## src/rtl/core/rpf_ram.sv

```systemverilog
// ----------------------------------------------------------------------------
// rpf_ram
// Generic single-write, single-read RAM with a registered read port.
// ----------------------------------------------------------------------------
module rpf_ram #(
	parameter int WIDTH = 8,
	parameter int DEPTH = 16
) (
	input  logic                     clk,
	input  logic                     we,
	input  logic [$clog2(DEPTH)-1:0] waddr,
	input  logic [WIDTH-1:0]         wdata,
	input  logic [$clog2(DEPTH)-1:0] raddr,
	output logic [WIDTH-1:0]         rdata
);

	logic [WIDTH-1:0] mem_q [DEPTH];

	always_ff @(posedge clk) begin
		if (we) begin
			mem_q[waddr] <= wdata;
		end
		rdata <= mem_q[raddr];
	end

endmodule

```

## config.mk

```make
export PLATFORM = sky130hd
export DESIGN_NAME = rpf_ram
export DESIGN_NICKNAME = d
export VERILOG_FILES = /design/src/rtl/core/rpf_ram.sv
export SDC_FILE = /design/constraint.sdc
export NUM_CORES = 1
export LEC_CHECK = 0
export ABC_AREA = 1
export BUFFER_PORTS_ARGS = -buffer_cell sky130_fd_sc_hd__buf_2
export CORE_MARGIN = 3
export CORE_UTILIZATION = 47
export CTS_CLUSTER_DIAMETER = 30
export DETAILED_ROUTE_END_ITERATION = 10
export PLACE_DENSITY_LB_ADDON = 0.3
export SLEW_MARGIN = 40
export SYNTH_ARGS = -nofsm -noshare
export SYNTH_HDL_FRONTEND = slang
export SYNTH_SLANG_ARGS = --single-unit
```

## constraint.sdc

```tcl
create_clock -name clk -period 1.8 [get_ports clk]
set_input_delay 0.09 -clock clk [delete_from_list [all_inputs] [get_ports clk]]
set_output_delay 0.09 -clock clk [all_outputs]
set_load 0.02 [all_outputs]
```

Yosys cells after proc, flatten, opt, wreduce, memory -nomap -nowiden
Memory sizes are Yosys's and may differ from the RTL's. A register that Yosys moved wholly into a read port is not among the register bits.
Index checks and enable logic that the tools add are counted.
Widths: inputs -> output; s select.
{"block": "op_classes", "add_sub_neg": 0, "mul": 0, "div": 0, "n_lt_le_gt_ge": 0, "n_eq_ne": 0, "shift": 0, "mux": 2, "n_bitwise": 0, "reduce_logical": 0}
{"operator": "$mux 1", "count": 2}
{"block": "word_totals", "reg_bits": 0, "latch_bits": 0, "mem_bits_rw": 128, "mem_bits_ro": 0, "input_bits": 18, "output_inout_bits": 8, "wordCells": 3, "mem_count": 1}
{"name": "mem_q", "words": 16, "word_bits": 8, "read_ports": 1, "rd_ports_with_merged_regs": 1, "wr": 1, "line_no": "17", "text": "logic [WIDTH-1:0] mem_q [DEPTH];"}

Logic depth before layout (Yosys ltp)
{"block": "depth", "ltp_word": 2, "mapped_depth": 8, "ltp_nobuf": 7}

Worst setup path after synthesis
OpenSTA, ideal clock, no wires.
{"block": "synth_timing", "path_kind": "input to register", "startpoint": "input port waddr[2]", "endpoint": "memory mem_q[10][0], enable pin", "setup_ps": 370, "arrival_time_ps": 671, "t_required_ps": 1430, "setup_slack_ps": 759, "cell_stages": 2, "n_path_buf": 0, "path_cell_list": "nand3b_1 nor2_1"}
{"item": "start, declared", "line_no": "11", "text": "input logic [$clog2(DEPTH)-1:0] waddr,"}
{"item": "end, declared", "line_no": "17"}
Straight into the memory's write port.

Worst setup path after layout
{"block": "layout_timing", "startpoint": "register rdata[4], read port of mem_q", "endpoint": "output port rdata[4]"}
{"item": "start, declared", "line_no": "14", "text": "output logic [WIDTH-1:0] rdata"}
No word-level cell between the ends.

==> impl_metrics.py <==
metrics = {
    "power": {
        "cellPowerDensity_nw_per_um2": 1090,
        "power_uw": 7180,
        "cellLeakagePower_uw": 0.00288,
        "ir_worst_vdd_mv": 0.725,
    },
    "grt": {
        "overflow": 0,
        "antenna_found_initial": 0,
        "grt_pass1_wl_um": 19700,
        "grt_util_all_layers_pct": 20.2,
        "first_global_vias": 3628,
        "grt_max_degree": 65,
    },
    "timing": {
        "rsz0062_at_grt": "no",
        "setup_viol": 0,
        "hold_viol": 0,
        "worst_slew_pin_slew_ns": 0.756,
        "finClkSkew_ns": 0.00557,
        "fin_crit_ns": 1.09,
        "timing.final.crit_share_pct": 60.5,
        "max-slew-margin-rel_pct": 49.4,
        "setup_tns_ns": 0,
        "max_freq_mhz": 918,
        "slew_viol_final": 0,
    },
    "clocking": {
        "cts_max_level": 4,
        "clk_pin_slew_ns": 0.05,
        "post_cts_buffers": 0,
        "cts-root-buf": "clkbuf_16",
        "postCtsResizedCells": 0,
        "cts_tree": "done",
        "clk_latency_ns": 0.42,
        "clock_path_buffers": 2,
        "cts_buffers": 17,
        "clock_sinks": 136,
        "postCtsHoldBufs": 0,
    },
    "placement": {
        "gp_congestion": 0.808,
        "io_buffers": 25,
        "place_area_um2": 6060,
        "hpwlAfterDp_um": 7790,
    },
    "logic_synthesis": {
        "yosysUniqueCellTypes": 12,
        "yosys_warnings": 0,
        "ys_seq_area_share_pct": 69.4,
        "synth_top_area_share_pct": 66.7,
        "synth_cells": 551,
        "syn_nets": 569,
        "avgSynthCellArea_um2": 10.5,
        "ys_seq_elements": 136,
        "yosys.area.top_type": "edfxtp_1",
        "synthTopCellsByArea": "edfxtp_1 (67%), nand2_1 (11%), nand3_1 (8.4%), inv_1 (6.5%), dfxtp_1 (2.8%)",
        "syn-cell-area_um2": 5770,
    },
    "routing": {
        "vias": 3747,
        "drtAntennaViolNets": 0,
        "drt_iter0_drc": 370,
        "firstDrtPassIters": 5,
        "routed_wl_um": 12800,
        "vias_per_cell": 5.03,
        "routedWlPerCell_um": 17.1,
        "drc": 0,
    },
    "cells_and_area": {
        "fillers": 974,
        "nNetsFinal": 607,
        "areaGrowthSynthToFinish_pct": 14.6,
        "fin_area_um2": 6610,
        "final_util_pct": 56.4,
        "layout_common_cells": "nand2_1 (173), edfxtp_1 (128), inv_1 (100)",
        "antennaDiodeCount": 0,
        "drive_gt1_share_pct": 11.5,
        "layout_commonest_cell": "nand2_1",
    },
    "worst_setup_path": {
        "critPathArrivalTime_ns": 1.00,
        "critPathTopFamily": "flip-flops",
        "path_buf_inv": 1,
        "cp_data_required_time_ns": 1.71,
        "cp-start-kind": "flip-flop",
        "path_class": "flip-flop to primary output",
        "cp-end-kind": "primary output",
        "crit_chain": "buf_2",
        "cp_slowest_cell": "dfxtp_1",
        "cpPeakStageDelay_ns": 0.39,
        "critical_path.max_fanout": 1,
    },
    "floorplanning": {
        "die_w_um": 117,
        "row_count": 39,
        "die-area_um2": 13600,
        "start_util_pct": 49.2,
        "core-area_um2": 11700,
        "ios": 26,
        "fp.dieH_um": 117,
    },
    "outcome": {
        "status": "complete, no violations",
    },
    "run": {
        "max-cap-violations": 0,
    },
    "worst_hold_path": {
        "hold_path_class": "input pin to flip-flop",
    },
}
-- cell families (layout without fill, tap and decap cells) --
logic type	Yosys count	in the layout	synth area share [%]
AND/OR/NAND/NOR	289	289	21.0
flip-flops	136	136	69.4
buffers and inverters	126	177	9.52
-- power breakdown --
| part | switching [uW] | internal, uW |
|---|---|---|
| sequential | 27.2 | 3540 |
| combinational | 316 | 127 |
| clock | 1160 | 2000 |
-- registers in the layout, summed over array words and instances, names as in the netlist --
signal / count
mem_q: 128
rdata: 8
-- tightest hold or removal path, stage by stage --
cell and delay (ns):
buf_2 0.17, nand3_1 0.10, nand2_1 0.04
-- per-stage QoR --
stage	hold WS (ns)	worst slack, ns	instances
2_1_floorplan	0.189	0.759	551
3_3_place_gp	0.458	0.415	713
3_5_place_dp	0.458	0.391	713
4_1_cts	0.0191	0.724	745
5_1_grt	0.0351	0.685	745
6_report	0.0311	0.711	745
-- Yosys cell counts --
library cell	count
buf_1	1
buf_2	13
buf_4	4
buf_6	6
dfxtp_1	8
edfxtp_1	128
inv_1	100
inv_2	2
nand2_1	173
nand3_1	97
nand3b_1	2
nor2_1	17
-- path summary, 6_finish.rpt --
check        depth (start not counted)         start        to  slack, ns
max                                  1      rdata[4]  rdata[4]       0.71
min reg2reg                          6  mem_q[10][0]  rdata[0]       0.69
max reg2reg                          6   mem_q[0][1]  rdata[1]       0.78
min                                  3      raddr[3]  rdata[0]       0.03
-- final cells by class --
type	count	area (um^2)	area share [%]
clock buffers	28	497	7.52
flip-flops and latches	136	4000	60.6
repair buffers	43	285	4.32
well taps	143	179	2.71
multi-input cells	289	1210	18.4
inverters	102	383	5.80
clock inverters	4	45.0	0.682
-- metal layers --
metal  routed length (um)  up-vias  GRT usage, %  part of all wire, %
met2                 6300      102          32.1                   49
met3                  746       23          6.58                  5.8
met5                    0        -             0                    0
li1                     -     1852             -                    -
met1                 5450     1770          25.7                   43
met4                  264        0          8.79                  2.1
No activity file was read; power rests on OpenSTA's default activity.
