--- config.mk ---
export PLATFORM = sky130hd
export DESIGN_NAME = rpf_sqrt_cell
export DESIGN_NICKNAME = d
export VERILOG_FILES = /design/src/rtl/core/rpf_pkg.sv /design/src/rtl/core/rpf_sqrt_cell.sv
export SDC_FILE = /design/constraint.sdc
export NUM_CORES = 1
export LEC_CHECK = 0
export BUFFER_PORTS_ARGS = -buffer_cell sky130_fd_sc_hd__buf_2
export CELL_PAD_IN_SITES_DETAIL_PLACEMENT = 0
export CELL_PAD_IN_SITES_GLOBAL_PLACEMENT = 1
export CORE_ASPECT_RATIO = 1.75
export CORE_UTILIZATION = 35
export DETAILED_ROUTE_END_ITERATION = 10
export MAX_ROUTING_LAYER = met4
export PLACE_DENSITY_LB_ADDON = 0.08
export SETUP_SLACK_MARGIN = 0.3
export SLEW_MARGIN = 15
export SYNTH_ARGS = -nofsm -noshare
export SYNTH_HDL_FRONTEND = slang
export SYNTH_SLANG_ARGS = --single-unit
export TNS_END_PERCENT = 50
--- constraint.sdc ---
create_clock -name clk -period 1.3 [get_ports clk]
set_input_delay 0.325 -clock clk [delete_from_list [all_inputs] [get_ports clk]]
set_output_delay 0.325 -clock clk [all_outputs]
set_load 0.05 [all_outputs]
--- src/rtl/core/rpf_pkg.sv ---
// ----------------------------------------------------------------------------
// rpf_pkg
// Types, constants and tables shared by the repulsive potential field block.
// ----------------------------------------------------------------------------
package rpf_pkg;

	localparam int MAX_BARRIERS = 4096;
	localparam int GRID_ROWS    = 128;
	localparam int GRID_COLS    = 256;

	localparam int ADDR_W   = $clog2(MAX_BARRIERS);
	localparam int CNT_W    = $clog2(MAX_BARRIERS + 1);
	localparam int ROW_W    = 7;
	localparam int COL_W    = 8;
	localparam int ENTRY_W  = ROW_W + COL_W;
	localparam int GAIN_W   = 16;
	localparam int INFL_W   = 6;
	localparam int DIST_W   = 17;           // squared distance of any two cells
	localparam int DIVR_W   = 2 * INFL_W;   // squared distance inside the radius
	localparam int QUOT_W   = 33;           // floor(2^32 / n)
	localparam int DIV_CELLS  = QUOT_W;
	localparam int RAD_W    = QUOT_W + 1;   // radicand padded to whole bit pairs
	localparam int ROOT_W   = 17;
	localparam int SREM_W   = ROOT_W + 2;
	localparam int SQRT_CELLS = RAD_W / 2;
	localparam int PROD_W   = GAIN_W + ROOT_W;
	localparam int ACC_W    = PROD_W + ADDR_W;
	localparam int POT_W    = 32;
	localparam int FRAC_SHIFT = 12;

	localparam logic [1:0] ACT_CLEAR = 2'd0;
	localparam logic [1:0] ACT_ADD   = 2'd1;
	localparam logic [1:0] ACT_QUERY = 2'd2;

	localparam logic [1:0] CLS_FREE    = 2'd0;
	localparam logic [1:0] CLS_BARRIER = 2'd1;
	localparam logic [1:0] CLS_TARGET  = 2'd2;
	localparam logic [1:0] CLS_LISTOP  = 2'd3;

	localparam logic [1:0] REG_GAIN  = 2'd0;
	localparam logic [1:0] REG_INFL  = 2'd1;
	localparam logic [1:0] REG_TROW  = 2'd2;
	localparam logic [1:0] REG_TCOL  = 2'd3;

	// Side information that travels with each barrier term down the chain.
	typedef struct packed {
		logic term;  // barrier lies inside the radius and adds a term
		logic last;  // final barrier of the scan
	} tag_t;

	// floor(65536 / l), with zero for a zero radius.
	function automatic logic [ROOT_W-1:0] inv_influence(input logic [INFL_W-1:0] l);
		logic [ROOT_W-1:0] v;
		case (l)
			6'd1:  v = 17'd65536; 6'd2:  v = 17'd32768; 6'd3:  v = 17'd21845;
			6'd4:  v = 17'd16384; 6'd5:  v = 17'd13107; 6'd6:  v = 17'd10922;
			6'd7:  v = 17'd9362;  6'd8:  v = 17'd8192;  6'd9:  v = 17'd7281;
			6'd10: v = 17'd6553;  6'd11: v = 17'd5957;  6'd12: v = 17'd5461;
			6'd13: v = 17'd5041;  6'd14: v = 17'd4681;  6'd15: v = 17'd4369;
			6'd16: v = 17'd4096;  6'd17: v = 17'd3855;  6'd18: v = 17'd3640;
			6'd19: v = 17'd3449;  6'd20: v = 17'd3276;  6'd21: v = 17'd3120;
			6'd22: v = 17'd2978;  6'd23: v = 17'd2849;  6'd24: v = 17'd2730;
			6'd25: v = 17'd2621;  6'd26: v = 17'd2520;  6'd27: v = 17'd2427;
			6'd28: v = 17'd2340;  6'd29: v = 17'd2259;  6'd30: v = 17'd2184;
			6'd31: v = 17'd2114;  6'd32: v = 17'd2048;  6'd33: v = 17'd1985;
			6'd34: v = 17'd1927;  6'd35: v = 17'd1872;  6'd36: v = 17'd1820;
			6'd37: v = 17'd1771;  6'd38: v = 17'd1724;  6'd39: v = 17'd1680;
			6'd40: v = 17'd1638;  6'd41: v = 17'd1598;  6'd42: v = 17'd1560;
			6'd43: v = 17'd1524;  6'd44: v = 17'd1489;  6'd45: v = 17'd1456;
			6'd46: v = 17'd1424;  6'd47: v = 17'd1394;  6'd48: v = 17'd1365;
			6'd49: v = 17'd1337;  6'd50: v = 17'd1310;  6'd51: v = 17'd1285;
			6'd52: v = 17'd1260;  6'd53: v = 17'd1236;  6'd54: v = 17'd1213;
			6'd55: v = 17'd1191;  6'd56: v = 17'd1170;  6'd57: v = 17'd1149;
			6'd58: v = 17'd1129;  6'd59: v = 17'd1110;  6'd60: v = 17'd1092;
			6'd61: v = 17'd1074;  6'd62: v = 17'd1057;  6'd63: v = 17'd1040;
			default: v = '0;
		endcase
		return v;
	endfunction

endpackage

--- src/rtl/core/rpf_sqrt_cell.sv ---
// ----------------------------------------------------------------------------
// rpf_sqrt_cell
// One digit-by-digit square root step: consumes two radicand bits per cycle.
// ----------------------------------------------------------------------------
module rpf_sqrt_cell (
	input  logic                        clk,
	input  logic                        arst_n,
	input  rpf_pkg::tag_t               tag_in,
	input  logic [rpf_pkg::RAD_W-1:0]   rad_in,
	input  logic [rpf_pkg::SREM_W-1:0]  rem_in,
	input  logic [rpf_pkg::ROOT_W-1:0]  root_in,
	output rpf_pkg::tag_t               tag_out,
	output logic [rpf_pkg::RAD_W-1:0]   rad_out,
	output logic [rpf_pkg::SREM_W-1:0]  rem_out,
	output logic [rpf_pkg::ROOT_W-1:0]  root_out
);
	import rpf_pkg::*;

	logic [SREM_W+1:0] cur;
	logic [SREM_W+1:0] trial;
	logic              fits;

	assign cur   = {rem_in, rad_in[RAD_W-1 -: 2]};
	assign trial = {{(SREM_W - ROOT_W){1'b0}}, root_in, 2'b01};
	assign fits  = cur >= trial;

	always_ff @(posedge clk or negedge arst_n) begin
		if (!arst_n) begin
			tag_out <= '0;
		end else begin
			tag_out <= tag_in;
		end
	end

	always_ff @(posedge clk) begin
		rad_out <= {rad_in[RAD_W-3:0], 2'b00};
		if (fits) begin
			rem_out  <= SREM_W'(cur - trial);
			root_out <= {root_in[ROOT_W-2:0], 1'b1};
		end else begin
			rem_out  <= cur[SREM_W-1:0];
			root_out <= {root_in[ROOT_W-2:0], 1'b0};
		end
	end

endmodule

### After elaboration in Yosys (flattened, before gate mapping)

Index checks and enable logic that the tools add are counted.

| storage, ports and cells | value |
|---|---|
| bits in registers | 70 |
| input port bits | 74 |
| output and inout port bits | 72 |
| word-level logic and storage cells | 9 |

| cells by class | value |
|---|---|
| add/subtract/negate cells | 1 |
| magnitude comparators | 1 |
| mux-type cells | 2 |

Operator list:

| kind | count |
|---|---|
| 21-bit by 19-bit >= comparator with 1-bit output | 1 |
| 19-bit 2-to-1 mux | 1 |
| 19-bit subtractor | 1 |
| 1-bit 2-to-1 mux | 1 |

### Logic depth before layout (Yosys ltp)

| depth | value |
|---|---|
| word-level depth | 2 |
| depth in mapped cells | 10 |
| depth with buffers taken out | 8 |

### Worst setup path after synthesis

No wires, ideal clock.

| path | value |
|---|---|
| path type | input to register |
| from | in root_in[12] in the netlist's numbering |
| to | reg rem_out[10] in the netlist's numbering |
| setup time | 121 ps |
| arrival time | 2116 ps |
| required time | 1179 ps |
| slack | -937 ps |
| stages | 10 |
| path buffers | 2 |
| cells stage by stage | inv_1 -> ha_1 -> buf_6 -> and4_4 -> nand3_2 -> or4_1 -> nand3_1 -> a21oi_2 -> buf_6 -> mux2_4 |

| between the ends | value |
|---|---|
| word-level cells in the longest chain between the ends | 2 |

Ends and longest elaborated chain:

| element | line | text |
|---|---|---|
| start, declared | rpf_sqrt_cell.sv:11 | `input logic [rpf_pkg::ROOT_W-1:0] root_in,` |
| 21-bit by 19-bit >= comparator with 1-bit output | rpf_sqrt_cell.sv:25 | `assign fits = cur >= trial;` |
| 19-bit 2-to-1 mux | rpf_sqrt_cell.sv:37 | `if (fits) begin` |
| end signal, assigned | rpf_sqrt_cell.sv:38 | `rem_out <= SREM_W'(cur - trial);` |
| end signal, assigned | rpf_sqrt_cell.sv:41 | `rem_out <= cur[SREM_W-1:0];` |
| end, declared | rpf_sqrt_cell.sv:14 | `output logic [rpf_pkg::SREM_W-1:0] rem_out,` |

Every way passes these cells.

### Final worst setup path

| path | value |
|---|---|
| from | in root_in[14] in the netlist's numbering |
| to | reg rem_out[2] in the netlist's numbering |

The elaborated chain is that of the path after synthesis.

==> flow_metrics.py <==
metrics = {
    "detailed_routing": {
        "m1WireLength_mm": 2.836,
        "viasPerCell": 4.735,
        "antenna_left": 0,
        "drc": 0,
        "dr.pass1.iters": 4,
        "met3_length_microns": 451,
        "drtIter0Drc": 75,
        "wl_per_cell_microns": 14.97,
        "maxUsedRoutingLayer": "met4",
        "routed_wl_mm": 8.473,
        "met2_wirelength_mm": 4.952,
        "vias": 2680,
    },
    "synth": {
        "synth_area_leaders": "dfxtp_1 48%, ha_1 8.4%, mux2_4 7.5%",
        "synth_ff_type": "dfxtp_1",
        "syn-cell-area_sq_um": 2814,
        "yosys.area.top_type": "dfxtp_1",
        "ys.warnings.count": 0,
        "muxShareOfSynthArea_pct": 9.293,
        "yosys.area_share.simple_pct": 8.404,
        "synth_xor_area_share_pct": 4.669,
        "ys_seq_elements": 70,
        "seq_area_frac_synth_pct": 50.16,
        "synth_edf_count": 0,
        "synth_cell_types": 44,
        "syn_inst": 263,
        "synth_compound_area_share_pct": 12.32,
        "synth_area_per_cell_sq_um": 10.70,
        "synthAdderAreaFrac_pct": 8.448,
        "postSynth.asyncResetShare_pct": 2.857,
        "yosys.area.top_type_share_pct": 48.38,
        "synth_top_family_by_area": "compound AO/OA/AOI/OAI gates",
    },
    "sta": {
        "grt_setup_unrepaired": "true",
        "setup_ws_ns": -0.5888,
        "min_period_ns": 1.889,
        "finalCritPeriodShare_pct": 145.3,
        "finalSetupViolations": 20,
        "hold_viol_final": 0,
        "fmax_ghz": 0.5294,
        "final_max_slew_viol_count": 0,
    },
    "cts": {
        "clock_sinks": 70,
        "htreeDepth": 3,
        "cts_tree": "done",
        "cts_root_buf": "clkbuf_16",
        "cts_buffer_depth": 2,
        "cts_inserted_buffers": 9,
        "path_clk_slew_ns": 0.06,
    },
    "min_path": {
        "hold_depth": 1,
        "hold_end": "root_out[12]",
        "hp-class": "input pin to flip-flop",
        "holdCritStartpoint": "root_in[11]",
    },
    "global_route": {
        "grt_max_degree": 13,
        "track_usage_pct": 21.00,
        "antenna_found_initial": 0,
        "overflow": 0,
        "grt_pass1_wl_mm": 13.21,
        "first_global_vias": 2761,
    },
    "power_and_ir_drop": {
        "ir_worst_vdd_uv": 735.1,
        "finalPower_mw": 7.859,
        "p_leak_nw": 2.567,
        "p_per_area_nw_per_um2": 1396,
    },
    "layout": {
        "mostFrequentLayoutCell": "buf_8",
        "syn_to_final_growth_pct": 100.0,
        "layout_common_cells": "68 x buf_8, 64 x dfxtp_2, 60 x buf_4",
        "fin_nets": 567,
        "antenna_cells": 0,
        "drive_gt1_share_pct": 72.59,
    },
    "setup_path": {
        "critical_path_class": "input pin to flip-flop",
        "worst-path-max-fanout": 5,
        "worstPathArrival_ns": 2.10,
        "crit_path_start_kind": "input pin",
        "critPathCaptureType": "flip-flop",
        "required_ns": 1.52,
    },
    "floorplan": {
        "num_rows": 42,
        "dieArea_sq_um": 8417,
        "die_h_microns": 120.6,
        "initial_core_util_pct": 36.68,
        "num_io_pins": 146,
        "dieWidth_microns": 69.78,
        "core_area_sq_um": 7672,
    },
    "placement": {
        "place_ws_ns": -1.105,
        "io_buffers": 143,
        "hpwl_mm": 5.815,
        "gp_congestion": 0.8113,
    },
    "status": {
        "outcome": "finished with violations",
        "violations": "setup timing",
    },
    "run": {
        "maxCapViolCount": 0,
    },
}
==> layout make-up <==
type / count / area, sq um
multi-input cells: 156 / 1511
clock buffers: 11 / 242.7
repair buffers: 210 / 2074
fillers: 520 / 2043
flip-flops and latches: 70 / 1491
inverters: 27 / 126.4
clock inverters: 4 / 72.57
well taps: 88 / 110.1
==> Yosys cell counts, types with 2 or more instances <==
cell,n
nor3_1,3
nor2_1,9
xnor2_1,8
o311ai_0,2
dfxtp_1,68
clkbuf_2,3
dfrtp_1,2
nand4_1,5
mux2_4,14
nor2b_1,2
a211oi_1,2
o21ai_1,2
nand2b_1,3
xor2_1,7
inv_1,27
o211ai_1,3
o21a_1,4
ha_1,19
buf_4,4
a31oi_1,3
nand2_1,14
a21oi_1,20
buf_6,3
nand3_1,3
o21ai_0,9
o2111ai_1,3
mux2i_1,4
==> cell families after synthesis <==
| logic type | after synthesis |
|---|---|
| other cells | 1 |
| xor+xnor | 15 |
| simple gates | 46 |
| buf+inv | 38 |
| fa+ha+maj | 19 |
| flops | 70 |
| compound gates | 55 |
| mux | 19 |
==> repair_timing <==
item | 4_1_cts | 5_1_grt
endpoints found under the setup margin | 90 | 90
resized for setup | 325 | 26
pin swaps | 10 | 11
buffers inserted | 11 | 1
hold buffers | 1 | 0
hold endpoints to repair | 2 | 0
cloned | 1 | 0
==> worst max-delay path by stage <==
stage,start,end,slack (ns),depth (start not counted)
after floorplan,root_in[8],rem_out[10],-0.84,9
after global placement,rem_in[16],rem_out[14],-1.02,7
after detailed placement,rem_in[16],rem_out[13],-1.10,7
after CTS,root_in[14],rem_out[4],-0.57,10
after global routing,root_in[0],rem_out[2],-0.64,10
final,root_in[14],rem_out[2],-0.59,10
==> registers in the layout, summed over array words and instances (netlist names) <==
signal	cells
rem_out	19
rad_out	32
tag_out	2
root_out	17
==> worst max-delay path, stage by stage <==
cell       delay [ns]
buf_8            0.08
inv_4            0.03
ha_4             0.27
and4_4           0.23
nand3_2          0.09
or4_4            0.43
nand3_4          0.11
a21oi_4          0.06
clkbuf_16        0.20
mux2_4           0.29
==> report_power, final <==
part           internal (mW)  switching, mW
sequential              2.41          0.141
combinational           1.31           1.40
clock                   1.72          0.886
==> metrics by stage <==
step	instance area (sq um)	util [%]	hold slack (ns)	cells	TNS [ns]
2_1_floorplan	2913	-	0.02941	264	-15.62
3_3_place_gp	4038	52.63	0.1103	537	-19.16
3_5_place_dp	4038	52.63	0.1116	537	-20.79
4_1_cts	5532	72.10	0.08467	565	-10.44
5_1_grt	5629	73.37	0.07542	566	-11.75
6_report	5629	73.37	0.09253	566	-10.84
==> metal layers <==
metal / vias to the layer above / track usage [%]
met1: 1241 / 18.76
li1: 1324 / -
met3: 15 / 6.000
met4: 0 / 8.875
met5: - / -
met2: 100 / 40.20
No activity file was read; power rests on OpenSTA's default activity.
