`src/rtl/core/rpf_pkg.sv`:
```
// ----------------------------------------------------------------------------
// rpf_pkg
// Types, constants and tables shared by the repulsive potential field block.
// ----------------------------------------------------------------------------
package rpf_pkg;

	localparam int MAX_BARRIERS = 4096;
	localparam int GRID_ROWS    = 128;
	localparam int GRID_COLS    = 256;

	localparam int ADDR_W   = $clog2(MAX_BARRIERS);
	localparam int CNT_W    = $clog2(MAX_BARRIERS + 1);
	localparam int ROW_W    = 7;
	localparam int COL_W    = 8;
	localparam int ENTRY_W  = ROW_W + COL_W;
	localparam int GAIN_W   = 16;
	localparam int INFL_W   = 6;
	localparam int DIST_W   = 17;           // squared distance of any two cells
	localparam int DIVR_W   = 2 * INFL_W;   // squared distance inside the radius
	localparam int QUOT_W   = 33;           // floor(2^32 / n)
	localparam int DIV_CELLS  = QUOT_W;
	localparam int RAD_W    = QUOT_W + 1;   // radicand padded to whole bit pairs
	localparam int ROOT_W   = 17;
	localparam int SREM_W   = ROOT_W + 2;
	localparam int SQRT_CELLS = RAD_W / 2;
	localparam int PROD_W   = GAIN_W + ROOT_W;
	localparam int ACC_W    = PROD_W + ADDR_W;
	localparam int POT_W    = 32;
	localparam int FRAC_SHIFT = 12;

	localparam logic [1:0] ACT_CLEAR = 2'd0;
	localparam logic [1:0] ACT_ADD   = 2'd1;
	localparam logic [1:0] ACT_QUERY = 2'd2;

	localparam logic [1:0] CLS_FREE    = 2'd0;
	localparam logic [1:0] CLS_BARRIER = 2'd1;
	localparam logic [1:0] CLS_TARGET  = 2'd2;
	localparam logic [1:0] CLS_LISTOP  = 2'd3;

	localparam logic [1:0] REG_GAIN  = 2'd0;
	localparam logic [1:0] REG_INFL  = 2'd1;
	localparam logic [1:0] REG_TROW  = 2'd2;
	localparam logic [1:0] REG_TCOL  = 2'd3;

	// Side information that travels with each barrier term down the chain.
	typedef struct packed {
		logic term;  // barrier lies inside the radius and adds a term
		logic last;  // final barrier of the scan
	} tag_t;

	// floor(65536 / l), with zero for a zero radius.
	function automatic logic [ROOT_W-1:0] inv_influence(input logic [INFL_W-1:0] l);
		logic [ROOT_W-1:0] v;
		case (l)
			6'd1:  v = 17'd65536; 6'd2:  v = 17'd32768; 6'd3:  v = 17'd21845;
			6'd4:  v = 17'd16384; 6'd5:  v = 17'd13107; 6'd6:  v = 17'd10922;
			6'd7:  v = 17'd9362;  6'd8:  v = 17'd8192;  6'd9:  v = 17'd7281;
			6'd10: v = 17'd6553;  6'd11: v = 17'd5957;  6'd12: v = 17'd5461;
			6'd13: v = 17'd5041;  6'd14: v = 17'd4681;  6'd15: v = 17'd4369;
			6'd16: v = 17'd4096;  6'd17: v = 17'd3855;  6'd18: v = 17'd3640;
			6'd19: v = 17'd3449;  6'd20: v = 17'd3276;  6'd21: v = 17'd3120;
			6'd22: v = 17'd2978;  6'd23: v = 17'd2849;  6'd24: v = 17'd2730;
			6'd25: v = 17'd2621;  6'd26: v = 17'd2520;  6'd27: v = 17'd2427;
			6'd28: v = 17'd2340;  6'd29: v = 17'd2259;  6'd30: v = 17'd2184;
			6'd31: v = 17'd2114;  6'd32: v = 17'd2048;  6'd33: v = 17'd1985;
			6'd34: v = 17'd1927;  6'd35: v = 17'd1872;  6'd36: v = 17'd1820;
			6'd37: v = 17'd1771;  6'd38: v = 17'd1724;  6'd39: v = 17'd1680;
			6'd40: v = 17'd1638;  6'd41: v = 17'd1598;  6'd42: v = 17'd1560;
			6'd43: v = 17'd1524;  6'd44: v = 17'd1489;  6'd45: v = 17'd1456;
			6'd46: v = 17'd1424;  6'd47: v = 17'd1394;  6'd48: v = 17'd1365;
			6'd49: v = 17'd1337;  6'd50: v = 17'd1310;  6'd51: v = 17'd1285;
			6'd52: v = 17'd1260;  6'd53: v = 17'd1236;  6'd54: v = 17'd1213;
			6'd55: v = 17'd1191;  6'd56: v = 17'd1170;  6'd57: v = 17'd1149;
			6'd58: v = 17'd1129;  6'd59: v = 17'd1110;  6'd60: v = 17'd1092;
			6'd61: v = 17'd1074;  6'd62: v = 17'd1057;  6'd63: v = 17'd1040;
			default: v = '0;
		endcase
		return v;
	endfunction

endpackage

```
`src/rtl/core/rpf_div_cell.sv`:
```
// ----------------------------------------------------------------------------
// rpf_div_cell
// One restoring-division step: shifts in a dividend bit, yields a quotient bit.
// ----------------------------------------------------------------------------
module rpf_div_cell (
	input  logic                        clk,
	input  logic                        arst_n,
	input  logic                        dbit,
	input  rpf_pkg::tag_t               tag_in,
	input  logic [rpf_pkg::DIVR_W-1:0]  divisor_in,
	input  logic [rpf_pkg::DIVR_W-1:0]  rem_in,
	input  logic [rpf_pkg::QUOT_W-1:0]  quot_in,
	output rpf_pkg::tag_t               tag_out,
	output logic [rpf_pkg::DIVR_W-1:0]  divisor_out,
	output logic [rpf_pkg::DIVR_W-1:0]  rem_out,
	output logic [rpf_pkg::QUOT_W-1:0]  quot_out
);
	import rpf_pkg::*;

	logic [DIVR_W:0] trial;
	logic            fits;

	assign trial = {rem_in, dbit};
	assign fits  = trial >= {1'b0, divisor_in};

	always_ff @(posedge clk or negedge arst_n) begin
		if (!arst_n) begin
			tag_out <= '0;
		end else begin
			tag_out <= tag_in;
		end
	end

	always_ff @(posedge clk) begin
		divisor_out <= divisor_in;
		if (fits) begin
			rem_out <= DIVR_W'(trial - {1'b0, divisor_in});
		end else begin
			rem_out <= trial[DIVR_W-1:0];
		end
		quot_out <= {quot_in[QUOT_W-2:0], fits};
	end

endmodule

```
`config.mk`:
```
export PLATFORM = sky130hd
export DESIGN_NAME = rpf_div_cell
export DESIGN_NICKNAME = d
export VERILOG_FILES = /design/src/rtl/core/rpf_pkg.sv /design/src/rtl/core/rpf_div_cell.sv
export SDC_FILE = /design/constraint.sdc
export NUM_CORES = 1
export LEC_CHECK = 0
export BUFFER_PORTS_ARGS = -buffer_cell sky130_fd_sc_hd__clkbuf_2
export CORE_ASPECT_RATIO = 0.75
export CORE_UTILIZATION = 38
export DETAILED_ROUTE_END_ITERATION = 7
export PLACE_DENSITY = 0.78
export SYNTH_ARGS = -nofsm -noshare
export SYNTH_HDL_FRONTEND = slang
export SYNTH_SLANG_ARGS = --single-unit
```
`constraint.sdc`:
```
create_clock -name clk -period 0.8 [get_ports clk]
set_input_delay 0.08 -clock clk [delete_from_list [all_inputs] [get_ports clk]]
set_output_delay 0.08 -clock clk [all_outputs]
set_load 0.02 [all_outputs]
```
Yosys cells after proc, flatten, opt, wreduce, memory -nomap -nowiden. Cells that the tools add are included.

Magnitude comparators: 1. $add $sub $neg: 1. Multiplexer cells: 1.

Operators with widths (count): $ge A13 B12 Y1 (1); $mux W12 (1); $sub A12 B12 Y12 (1).

Bits in registers: 59. Input bits: 62. Logic and storage cells: 8.

Depth between registers and ports, before layout. Gate-level depths: netlist of the first run.

Depth after elaboration: 2. Mapped depth: 9. Depth with buffers taken out: 9.

Least setup slack after synthesis of the first run. No wires, ideal clock.

Kind: in2reg. From: in divisor_in[1] in the netlist's numbering. To: reg rem_out[10] in the netlist's numbering. Slack: -1.410 ns. Setup time: 0.121 ns. Data arrival time: 2.088 ns. Data required time: 0.679 ns. Path buffers: 1. Cell stages on the path: 9. Cell sequence: inv_1 > ha_1 > nor2b_4 > o31a_1 > o31a_1 > o311a_4 > nor4_4 > buf_8 > mux2_4.

Cells in the longest elaborated chain, start to end: 2. Elaborated cells between the ends (all ways): 3.

RTL lines: start: declaration (RTL line rpf_div_cell.sv:10) `input logic [rpf_pkg::DIVR_W-1:0] divisor_in,`; $sub A12 B12 Y12 / $ge A13 B12 Y1 (equally long branches) (RTL line rpf_div_cell.sv:37, rpf_div_cell.sv:24); $mux W12 (*) (RTL line rpf_div_cell.sv:36) `if (fits) begin`; end signal: assignment (RTL line rpf_div_cell.sv:37) `rem_out <= DIVR_W'(trial - {1'b0, divisor_in});`; end signal: assignment (RTL line rpf_div_cell.sv:39) `rem_out <= trial[DIVR_W-1:0];`; end: declaration (RTL line rpf_div_cell.sv:15) `output logic [rpf_pkg::DIVR_W-1:0] rem_out,`.

Every way passes the cells marked *; elsewhere a longest branch is shown, timed or not.

Worst setup path in the final report of the first run.
From: in divisor_in[1] in the netlist's numbering. To: reg rem_out[3] in the netlist's numbering.

The elaborated chain is that of the path after synthesis.

==> impl_results.md, run 1 <==
* H-Tree Depth at 3
* Fill count at 183
* Core area at 0.00504 mm2
* Die ar. at 0.00569 mm2
* Total number of vias at 2359
* Slew Viols, Final at 0
* Count of different cell masters after synthesis at 37
* Violated checks: negative setup slack
* RSZ-0062 raised after global routing: yes
* Crit path arrival time at 2150 ps
* CP most frequent cell: o31a_1
* Ant diodes at 0
* Synth Cell Area at 0.00205 mm2
* Pin count of the biggest net entering global routing at 12
* Final HPWL DP at 3900 um
* Vias in the first global route at 2460
* Area grow syn2layout at 116%
* Critical path data required time at 1030 ps
* Post-synth ARST share at 0.0339
* GRT Resource Usage Total at 0.313
* Worst hold margin at 28.9 ps
* Number of synthesized flops with an enable pin at 0
* Critical hold path startpoint: divisor_in[1]
* Status: complete, but fails checks
* Grt total ovfl at 0
* Clock buffer depth at 2
* DRC errors left at 0
* Seq cells post-synth at 59
* Num CTS Buffers at 9
* Crit path max fanout at 5
* HP Class: primary input to flop
* Clk Tree Root Cell: clkbuf_8
* Detail Route Antenna Nets at 0
* Top FF cell, synth: dfxtp_1
* Top delay family on crit path: compound AO/OA/AOI/OAI gates
* Max IR drop VDD at 1.09 mV
* Clock group share of total power at 0.293
* Worst Max-Slew Pin Slew at 301 ps
* Final worst-path cycle share at 2.41
* Slew HR at 0.797
* First-pass GRT wire length at 12800 um
* Setup crit end kind: flop
* DR WL/cell at 20.3 um
* Sw Pwr at 0.00259 W
* Top Ports at 121
* PwrDens at 1930 mW/mm2
* Buffers & Inverters on Critical Path at 3
* Layout cells sized above 1 at 0.635
* Setup ws final at -1130 ps
* # setup viols final at 72
* Max Freq at 519 MHz
* CTS sink count at 59
* Hold Path Depth at 2
* Slowest stage cell, crit path: mux2_2
* Internal power at 0.00595 W
* Max incr delay on CP at 330 ps
* Synth Instances at 167
* Final Wtd Congestion at 0.871
* Crit start category: primary input
* CTS tree: done
* Switching Fraction at 0.304
* Design Area, Final at 0.00442 mm2
* Register share of total power at 0.403
* Yosys warns at 0
* Leak Pwr at 2.10 nW
* Register area share after synthesis at 0.582
* Cell Area, Placed at 0.00306 mm2
* Logic pwr share at 0.304
* Initial Util at 0.406
* Final WL at 9440 um
* Hold endpoint: divisor_out[1]
* Iteration-0 DRC count of the detailed router at 182
* Die span in y at 65.6 um
* Final Net Count at 462
* Die Span X at 86.8 um
* Post-synth net total at 242
* Max-cap violations at 0
* Fin. Hold Viols at 0
* FP Rows at 22
* Min Tclk post-route at 1930 ps
* Post-Syn Area per Cell at 12.3 um2
* Worst setup path class: primary input to flop
* Vias per inst at 5.08
* Port-buffer cells at 119
* Initial antenna violation count at 0
* Initial DRT Pass Iterations at 5
* CP Cell Sequence: clkbuf_16 -> inv_12 -> ha_4 -> nor2b_4 -> o31a_1 -> o31a_1 -> o311a_4 -> nor4_4 -> buf_4 -> mux2_2
* Clk slew on worst S/H paths at 70 ps
-- cells in the final DEF, fill, tap and decap left out, drive strengths merged, types with 2 or more instances in the layout --
| master | n |
|---|---|
| mux2 | 10 |
| nor4 | 2 |
| mux2i | 3 |
| o21a | 2 |
| nor3 | 3 |
| dfxtp | 57 |
| dlygate4sd3 | 52 |
| o31a | 2 |
| nand3 | 9 |
| clkinvlp | 2 |
| clkinv | 3 |
| o21ai | 3 |
| dfrtp | 2 |
| nor2 | 9 |
| inv | 15 |
| buf | 98 |
| nor2b | 5 |
| a21oi | 5 |
| clkbuf | 72 |
| xnor2 | 5 |
| ha | 12 |
| nand2 | 4 |
| xor2 | 3 |
-- registers in the layout (all words and copies together) (netlist names) --
| name | flops |
|---|---|
| quot_out | 33 |
| divisor_out | 12 |
| rem_out | 12 |
| tag_out | 2 |
-- power groups by stage --
| stage | sequential (W) | clock, W | combinational (W) |
|---|---|---|---|
| after floorplan | 0.00366 | 0 | 0.000663 |
| after global placement | 0.00333 | 0 | 0.00170 |
| after detailed placement | 0.00333 | 0 | 0.00173 |
| after CTS | 0.00334 | 0.00238 | 0.00232 |
| after global routing | 0.00346 | 0.00265 | 0.00271 |
| final | 0.00344 | 0.00250 | 0.00260 |
-- worst max path at each step --
stage,slack [ps],startpoint,cells after the start,end
floorplan,-1320,divisor_in[1],9,rem_out[10]
global placement,-1460,divisor_in[1],10,rem_out[7]
detailed placement,-1510,divisor_in[1],10,rem_out[6]
CTS,-1100,divisor_in[1],10,rem_out[2]
global route,-1170,divisor_in[1],10,rem_out[2]
finish,-1130,divisor_in[1],10,rem_out[3]
-- routing by layer --
metal,up-vias,track usage,share of wire
li1,1021,-,-
met1,1078,0.320,0.35
met2,204,0.582,0.49
met5,-,0,0
met3,56,0.101,0.10
met4,0,0.148,0.059
-- final cells by class --
cell class	count	area, um2	area share
tap	72	90.1	0.0204
clock inverter	5	30.0	0.00679
inverter	15	68.8	0.0156
clock buffer	11	141	0.0320
timing repair buffer	211	2020	0.457
multi-input combinational	91	810	0.183
sequential	59	1260	0.285
-- per-stage QoR --
| stage | TNS (ps) | setup WS, ps | utilization | total power (W) | cells |
|---|---|---|---|---|---|
| global placement | -18510 | -1460 | 0.607 | 0.00503 | 396 |
| finish | -18770 | -1130 | 0.878 | 0.00854 | 464 |
| global route | -20580 | -1170 | 0.878 | 0.00882 | 464 |
| detailed placement | -19210 | -1510 | 0.607 | 0.00506 | 396 |
| CTS | -18370 | -1100 | 0.859 | 0.00804 | 464 |
| floorplan | -16200 | -1320 | - | 0.00433 | 167 |
-- kinds of logic after synthesis --
logic type,count (synthesis),synth area share
compound gates,23,0.0892
flops,59,0.582
fa+ha+maj,13,0.0831
xor+xnor,8,0.0342
mux,13,0.0825
simple gates,34,0.0923
buf+inv,17,0.0367
-- synthesized netlist by cell type, types with 2 or more instances --
master	instances	share of area
xor2_1	3	0.013
ha_1	12	0.073
dfrtp_1	2	0.024
nand3_1	9	0.022
o31a_1	2	0.0086
mux2_4	7	0.051
nor3_1	3	0.0073
mux2i_1	3	0.015
a21oi_1	5	0.012
mux2_2	3	0.017
nor2b_1	4	0.012
nand2_1	4	0.0073
dfxtp_1	57	0.56
o21ai_0	3	0.0073
xnor2_1	5	0.021
inv_1	15	0.028
o21a_1	2	0.0073
nor2_1	9	0.017
-- what timing repair did --
item / CTS / global route
endpoints found under the hold margin: 53 / 0
buffers inserted: 0 / 0
hold buffers: 52 / 0
resized for setup: 159 / 74
endpoints found under the setup margin: 72 / 72
(Power assumes the default switching activity.)
==> inputs of run 2 (changes only) <==
--- a/config.mk
+++ b/config.mk
@@ -6,10 +6,14 @@
 export NUM_CORES = 1
 export LEC_CHECK = 0
 export BUFFER_PORTS_ARGS = -buffer_cell sky130_fd_sc_hd__clkbuf_2
+export CAP_MARGIN = 40
+export CELL_PAD_IN_SITES_DETAIL_PLACEMENT = 1
+export CELL_PAD_IN_SITES_GLOBAL_PLACEMENT = 2
 export CORE_ASPECT_RATIO = 0.75
-export CORE_UTILIZATION = 38
+export CORE_UTILIZATION = 22
 export DETAILED_ROUTE_END_ITERATION = 7
-export PLACE_DENSITY = 0.78
+export PLACE_DENSITY = 0.77
+export SLEW_MARGIN = 20
 export SYNTH_ARGS = -nofsm -noshare
 export SYNTH_HDL_FRONTEND = slang
 export SYNTH_SLANG_ARGS = --single-unit
==> impl_results.md, run 2 (same netlist as run 1, synthesis figures left out) <==
* Final Net Count at 461
* Area grow syn2layout at 126%
* Pin count of the biggest net entering global routing at 13
* Post-Layout Cell Count at 519
* Leak Pwr at 2.17 nW
* Slew Viols, Final at 0
* Vias per inst at 3.97
* Vias in the first global route at 2218
* Initial antenna violation count at 0
* RSZ-0062 raised after global routing: yes
* Ant diodes at 0
* Min Tclk post-route at 1920 ps
* Clk Tree Root Cell: clkbuf_16
* Clock buffer depth at 2
* Violated checks: negative setup slack
* Post-layout util at 0.512
* CTS sink count at 59
* Crit path max fanout at 6
* HP Class: primary input to flop
* Crit path arrival time at 2120 ps
* Crit path from: divisor_in[1]
* H-Tree Depth at 3
* Total number of vias at 2063
* Initial DRT Pass Iterations at 3
* Multi-input logic area at 821 um2
* DRC errors left at 0
* Top Ports at 121
* Worst Max-Slew Pin Slew at 327 ps
* Final worst-path cycle share at 2.40
* Final Wtd Congestion at 0.770
* Die span in y at 85.5 um
* Iteration-0 DRC count of the detailed router at 71
* FP Rows at 30
* Die ar. at 0.00970 mm2
* Core area at 0.00905 mm2
* Final HPWL DP at 4540 um
* First-pass GRT wire length at 11700 um
* Max Freq at 522 MHz
* Design Area, Final at 0.00463 mm2
* Cell Area, Placed at 0.00312 mm2
* Worst setup path class: primary input to flop
* DR WL/cell at 15.0 um
* PwrDens at 2130 mW/mm2
* Initial Util at 0.226
* Die Span X at 113 um
* Critical path data required time at 1010 ps
* Detail Route Antenna Nets at 0
* Max IR drop VDD at 0.871 mV
* CTS tree: done
* Status: complete, but fails checks
* # setup viols final at 72
* Largest Register: quot_out
* Clk slew on worst S/H paths at 50 ps
* Max-cap violations at 0
* Most frequent cells in the layout: 59 x clkbuf_2, 57 x dfxtp_2, 57 x buf_8
* Grt total ovfl at 0
* Placed Instances at 451
* Port-buffer cells at 119
* Slew HR at 0.781
* GRT Resource Usage Total at 0.162
* Seq. cell area at 0.00126 mm2
* Num CTS Buffers at 9
* Fill count at 976
* Biggest regs: quot_out: 33 flops, divisor_out: 12 flops, rem_out: 12 flops
* Setup crit end kind: flop
* Crit start category: primary input
* Critical hold path startpoint: rem_in[3]
* Fin. Hold Viols at 0
* Largest register FFs at 33
* Commonest non-fill, non-tap cell in the layout: clkbuf_2
* Layout cells sized above 1 at 0.652
* Setup ws final at -1120 ps
* Final WL at 7780 um
## run 2: timing repair
action	4_1_cts	5_1_grt
resized for setup	178	63
endpoints found under the hold margin	49	0
setup buffers	3	1
endpoints found under the setup margin	72	72
hold buffers	48	0
## run 2: path summary, 6_finish.rpt
check | depth (start not counted) | endpoint
worst max-delay path | 10 | rem_out[9]
worst min-delay path | 2 | rem_out[4]
max in group asynchronous | 2 | tag_out[1]
min in group asynchronous | 2 | tag_out[0]
## run 2: final cells by class
| type | instances | area share |
|---|---|---|
| clock buffer | 9 | 0.0487 |
| multi-input combinational | 91 | 0.177 |
| tap | 128 | 0.0346 |
| inverter | 15 | 0.0149 |
| clock inverter | 7 | 0.0168 |
| sequential | 59 | 0.273 |
| timing repair buffer | 210 | 0.435 |
## run 2: worst max-delay path, stage by stage
cell       delay (ps)
clkbuf_16         120
inv_12             30
ha_4              220
nor2b_4           120
o31a_1            260
o31a_1            270
o311a_4           320
nor4_4            200
buf_6             200
mux2_4            300
## run 2: through the flow
stage	TNS (ps)	setup WS [ps]	total power, W	hold WS (ps)
floorplan	-16200	-1320	0.00433	-216
global placement	-18820	-1500	0.00505	-136
detailed placement	-19600	-1550	0.00509	-132
CTS	-18060	-1110	0.00972	2.76
global route	-19110	-1190	0.0103	9.90
finish	-16840	-1120	0.00984	13.6
## run 2: power breakdown
group	internal [W]	switching, W	leakage [nW]	total (W)
Clock	0.00243	0.00146	0.146	0.00389
Sequential	0.00326	0.000174	0.504	0.00343
Combinational	0.00152	0.000996	1.52	0.00251
## run 2: per-layer routing
metal,part of all wire,GRT usage
met1,0.41,0.189
met2,0.52,0.287
met3,0.060,0.0488
met4,0.0072,0.0502
met5,0,0
